==> src/pgalloc_pkg.sv <==
// ----------------------------------------------------------------------------
// pgalloc_pkg
// Shared types and constants for the page allocator with reference counts.
// ----------------------------------------------------------------------------
package pgalloc_pkg;

  // default sizing
  localparam int unsigned NUM_PAGES_DEF  = 65536;
  localparam int unsigned COUNT_BITS_DEF = 8;

  // fixed field widths
  localparam int unsigned OP_W     = 3;
  localparam int unsigned PAGE_W   = 16;
  localparam int unsigned STS_W    = 3;
  localparam int unsigned REFOUT_W = 8;
  localparam int unsigned FREE_W   = 17;

  // stream and register port widths
  localparam int unsigned S_DATA_W = 24;
  localparam int unsigned M_DATA_W = 48;
  localparam int unsigned CFG_AW   = 3;
  localparam int unsigned CFG_DW   = 32;

  // operation codes
  typedef enum logic [OP_W-1:0] {
    OP_ALLOC = 3'd0,
    OP_FREE  = 3'd1,
    OP_SEED  = 3'd2,
    OP_INCR  = 3'd3,
    OP_DECR  = 3'd4,
    OP_READ  = 3'd5
  } op_e;

  // result status codes
  typedef enum logic [STS_W-1:0] {
    STS_OK    = 3'd0,
    STS_EMPTY = 3'd1,
    STS_BAD   = 3'd2,
    STS_FULL  = 3'd3,
    STS_LIMIT = 3'd4
  } status_e;

  // controller states
  typedef enum logic [1:0] {
    CLEAR_S = 2'd0,
    IDLE_S  = 2'd1,
    EXEC_S  = 2'd2
  } fsm_e;

  // controller to datapath
  typedef struct packed {
    logic clear_step;
    logic load;
    logic commit;
  } dp_cmd_t;

  // datapath to controller
  typedef struct packed {
    logic clear_last;
    logic out_free;
  } dp_sts_t;

endpackage

==> src/pgalloc_ctrl.sv <==
// ----------------------------------------------------------------------------
// pgalloc_ctrl
// Controller: count clearing pass, word intake and commit sequencing.
// ----------------------------------------------------------------------------
module pgalloc_ctrl (
  input  logic                 clk_i,
  input  logic                 rst_ni,
  input  logic                 s_tvalid_i,
  output logic                 s_tready_o,
  input  pgalloc_pkg::dp_sts_t sts_i,
  output pgalloc_pkg::dp_cmd_t cmd_o
);
  import pgalloc_pkg::*;

  fsm_e state_q, state_d;

  // state register
  always_ff @(posedge clk_i or negedge rst_ni) begin
    if (!rst_ni) begin
      state_q <= CLEAR_S;
    end else begin
      state_q <= state_d;
    end
  end

  // next state
  always_comb begin
    state_d = state_q;
    unique case (state_q)
      CLEAR_S: begin
        if (sts_i.clear_last) state_d = IDLE_S;
      end
      IDLE_S: begin
        if (s_tvalid_i) state_d = EXEC_S;
      end
      EXEC_S: begin
        if (sts_i.out_free) state_d = IDLE_S;
      end
      default: state_d = CLEAR_S;
    endcase
  end

  // outputs
  always_comb begin
    s_tready_o       = 1'b0;
    cmd_o.clear_step = 1'b0;
    cmd_o.load       = 1'b0;
    cmd_o.commit     = 1'b0;
    unique case (state_q)
      CLEAR_S: begin
        cmd_o.clear_step = 1'b1;
      end
      IDLE_S: begin
        s_tready_o = 1'b1;
        cmd_o.load = s_tvalid_i;
      end
      EXEC_S: begin
        cmd_o.commit = sts_i.out_free;
      end
      default: begin
        s_tready_o = 1'b0;
      end
    endcase
  end

  // checks
  a_cmd_excl: assert property (@(posedge clk_i) disable iff (!rst_ni)
    $onehot0({cmd_o.clear_step, cmd_o.load, cmd_o.commit}))
    else $error("controller issued overlapping commands");

  a_exec_after_load: assert property (@(posedge clk_i) disable iff (!rst_ni)
    (state_q == EXEC_S) |-> ($past(cmd_o.load) || $past(state_q == EXEC_S)))
    else $error("execute state entered without a loaded word");

  a_no_intake_clear: assert property (@(posedge clk_i) disable iff (!rst_ni)
    (state_q == CLEAR_S) |=> !$past(s_tready_o))
    else $error("input taken during clearing pass");

endmodule

==> config.mk <==
export PLATFORM = sky130hd
export DESIGN_NAME = pgalloc_ctrl
export DESIGN_NICKNAME = d
export VERILOG_FILES = /design/src/pgalloc_pkg.sv /design/src/pgalloc_ctrl.sv
export SDC_FILE = /design/constraint.sdc
export NUM_CORES = 1
export LEC_CHECK = 0
export ABC_AREA = 1
export BUFFER_PORTS_ARGS = -buffer_cell sky130_fd_sc_hd__buf_2
export CORE_AREA = 4 4 41 43
export DETAILED_ROUTE_END_ITERATION = 10
export DIE_AREA = 0 0 45 47
export PLACE_DENSITY_LB_ADDON = 0.2
export SLEW_MARGIN = 10
export SYNTH_ARGS = -nofsm -noshare
export SYNTH_HDL_FRONTEND = slang
export SYNTH_SLANG_ARGS = --single-unit
export TNS_END_PERCENT = 10
==> constraint.sdc <==
create_clock -name clk_i -period 1.6 [get_ports clk_i]
set_clock_uncertainty 0.1 [all_clocks]
set_input_delay 0.32 -clock clk_i [delete_from_list [all_inputs] [get_ports clk_i]]
set_output_delay 0.32 -clock clk_i [all_outputs]
set_load 0.02 [all_outputs]
==> results.sh <==
export IMPL_ir_worst_vdd_mv=0.449
export IMPL_r2r_start="state_q[1]$_DFFE_PN0P_"
export IMPL_place_inst=41
export IMPL_clock_power_share_pct=27.3
export IMPL_cp_start_kind="register"
export IMPL_crit_path_cell_trace="inv_1 -> nand2_1 -> nor2_1 -> buf_2"
export IMPL_fmax_mhz=689
export IMPL_ant_nets=0
export IMPL_synthCells=18
export IMPL_intPower_mw=0.222
export IMPL_worstHoldPathCells=5
export IMPL_pwr_share_seq_pct=24.3
export IMPL_critPathRequiredTime_ns=1.18
export IMPL_ff2ff_path_depth=3
export IMPL_combPwrFrac_pct=48.4
export IMPL_ys_flop_type="dfrtp_1"
export IMPL_pre_cts_ws_ns=0.375
export IMPL_antenna_cells=0
export IMPL_grt_max_degree=5
export IMPL_grt_antenna_before_repair=0
export IMPL_start_util_pct=8.85
export IMPL_cts_sinks=2
export IMPL_post_route_period_util_pct=90.8
export IMPL_final_cell_area_sq_um=206
export IMPL_setup_slack_ns=0.148
export IMPL_end_kind="output pin"
export IMPL_final_layout_size_suffix_gt1_share_pct=36.7
export IMPL_power_leakage_nw=0.129
export IMPL_final_cells=45
export IMPL_rsz0062_at_grt="false"
export IMPL_nFillCells=160
export IMPL_core_area_sq_mm=0.00130
export IMPL_wl_per_cell_um=6.89
export IMPL_synth_nets=23
export IMPL_yosysTopAreaCellShare_pct=43.5
export IMPL_yosys_warnings=0
export IMPL_syn_area_sq_um=115
export IMPL_wl_um=310
export IMPL_hold_class="primary input to register"
export IMPL_hold_path_end="state_q[0]$_DFFE_PN0P_"
export IMPL_placed_area_sq_um=174
export IMPL_cts_clk_slew_worst_paths_ns=0.03
export IMPL_gp_congestion=0.661
export IMPL_die_area_sq_mm=0.00212
export IMPL_largest_register="state_q"
export IMPL_status="finished, final reports clean"
export IMPL_synth_most_common_cell="inv_1"
export IMPL_multi_input_area_sq_um=42.5
export IMPL_first_pass_iters=1
export IMPL_grt_pass1_vias=139
export IMPL_relSlewSlack_pct=89.0
export IMPL_arrival_ns=1.03
export IMPL_synth_seq_cells=2
export IMPL_crit_fanout=3
export IMPL_portBuffers=8
export IMPL_drt_initial_drc_count=0
export IMPL_synth_cell_types=8
export IMPL_synth_edf_count=0
export IMPL_via_per_inst=3.24
export IMPL_vias=146
export IMPL_ys_top_cells_by_area="dfrtp_1 43%, inv_1 20%, nand2_1 9.8%, nor2_1 9.8%, a21oi_1 4.3%"
export IMPL_clk_latency_ns=0.22
export IMPL_top_regs="state_q: 2 flops"
export IMPL_grt_pass1_wl_um=469
export IMPL_hold_slack_ns=0.312
export IMPL_period_needed_ns=1.45
export IMPL_critical_path_class="register to output pin"
export IMPL_timing_rr_end="state_q[1]$_DFFE_PN0P_"
export IMPL_fin_util_pct=15.9
export IMPL_min_from="sts_i[1]"
export IMPL_finalPower_mw=0.400
export IMPL_cts_buffers=3
export IMPL_cts_htree_levels=1
export IMPL_regArea_sq_um=50.0
export IMPL_dp_final_hpwl_um=244
export IMPL_p_sw_mw=0.178
export IMPL_slowest_stage="dfrtp_1"
export IMPL_worstMarginPinSlew_ns=0.164
export IMPL_rows=13
export IMPL_slew_viol_final=0
export IMPL_die_y_um=47
export IMPL_largest_register_ffs=2
export IMPL_clockBufferDepth=2
export IMPL_cts_tree="done"
export IMPL_r2r_setup_slack_ns=0.67
export IMPL_syn_to_final_growth_pct=79.3
export IMPL_p_sw_share_pct=44.5
export IMPL_setup_violations=0
export IMPL_synth_seq_area_share_pct=43.5
export IMPL_avgSynthCellArea_sq_um=6.40
export IMPL_nets=37
export IMPL_ys_async_sr_fraction_pct=100
export IMPL_grt_total_usage_pct=3.55
export IMPL_yosys_area_top_type="dfrtp_1"
export IMPL_die_w_um=45
export IMPL_tns_ns=0
export IMPL_ios=9
export IMPL_cap_viol_max_count=0
export IMPL_overflow=0
export IMPL_cts_root_buf="clkbuf_4"
export IMPL_drc=0
export IMPL_synth_common_cells="6 x inv_1, 3 x nand2_1, 3 x nor2_1"
export IMPL_powerDensity_mw_per_mm2=1940
export IMPL_hold_viol_final=0
export IMPL_cpPeakStageDelay_ns=0.38
## cells by family (layout without fill, tap and decap cells)
group / count (synthesis) / after routing / synth area share [%]
flip-flops: 2 / 2 / 43.5
AO/OA/AOI/OAI: 2 / 2 / 8.69
AND/OR/NAND/NOR: 8 / 8 / 28.3
buffers and inverters: 6 / 18 / 19.6
## layer usage
metal / wire length (um) / track usage, % / vias up
li1: - / - / 79
met1: 136 / 3.41 / 62
met2: 138 / 4.24 / 5
met3: 35 / 2.30 / 0
met4: 0 / 5.26 / 0
met5: 0 / 0 / -
## cell type report
cell class / count / share of cell area, %
flip-flops and latches: 2 / 24.2
well taps: 15 / 9.09
repair buffers: 9 / 24.2
inverters: 6 / 10.9
clock buffers: 3 / 10.9
multi-input cells: 10 / 20.6
## worst max-delay path: cells and delay by family (launching register included)
family	cells	cell delay, ns
buf+inv	2	0.25
simple gates	2	0.17
flops	1	0.38
## how the worst max path moves through the flow
stage	startpoint	to	slack (ns)	depth (start not counted)
2_1_floorplan	state_q[0]$_DFFE_PN0P_	cmd_o[0]	0.28	1
3_3_place_gp	state_q[1]$_DFFE_PN0P_	cmd_o[1]	0.37	4
3_5_place_dp	state_q[1]$_DFFE_PN0P_	cmd_o[1]	0.38	4
4_1_cts	state_q[1]$_DFFE_PN0P_	cmd_o[1]	0.13	4
5_1_grt	state_q[1]$_DFFE_PN0P_	cmd_o[1]	0.06	4
6_report	state_q[1]$_DFFE_PN0P_	cmd_o[1]	0.15	4
## cell usage in the layout, fill, tap and decap left out
master         count
nor2_1             3
buf_2              8
dlygate4sd3_1      1
nor3_1             1
clkbuf_4           3
o21ai_0            1
inv_1              6
nand3_1            1
dfrtp_1            2
a21oi_1            1
nand2_1            3
## power by group through the flow
stage,Sequential (mW),Clock (mW),Combinational [mW]
6_report,0.0971,0.109,0.194
4_1_cts,0.0977,0.119,0.199
2_1_floorplan,0.0929,0,0.134
5_1_grt,0.101,0.122,0.219
3_3_place_gp,0.100,0,0.195
3_5_place_dp,0.0987,0,0.196
## what timing repair did
item,4_1_cts,5_1_grt
hold buffers,1,0
buffers inserted,0,0
endpoints found under the hold margin,2,0
gates resized for setup,0,0
Power figures use the tool's default switching activity.
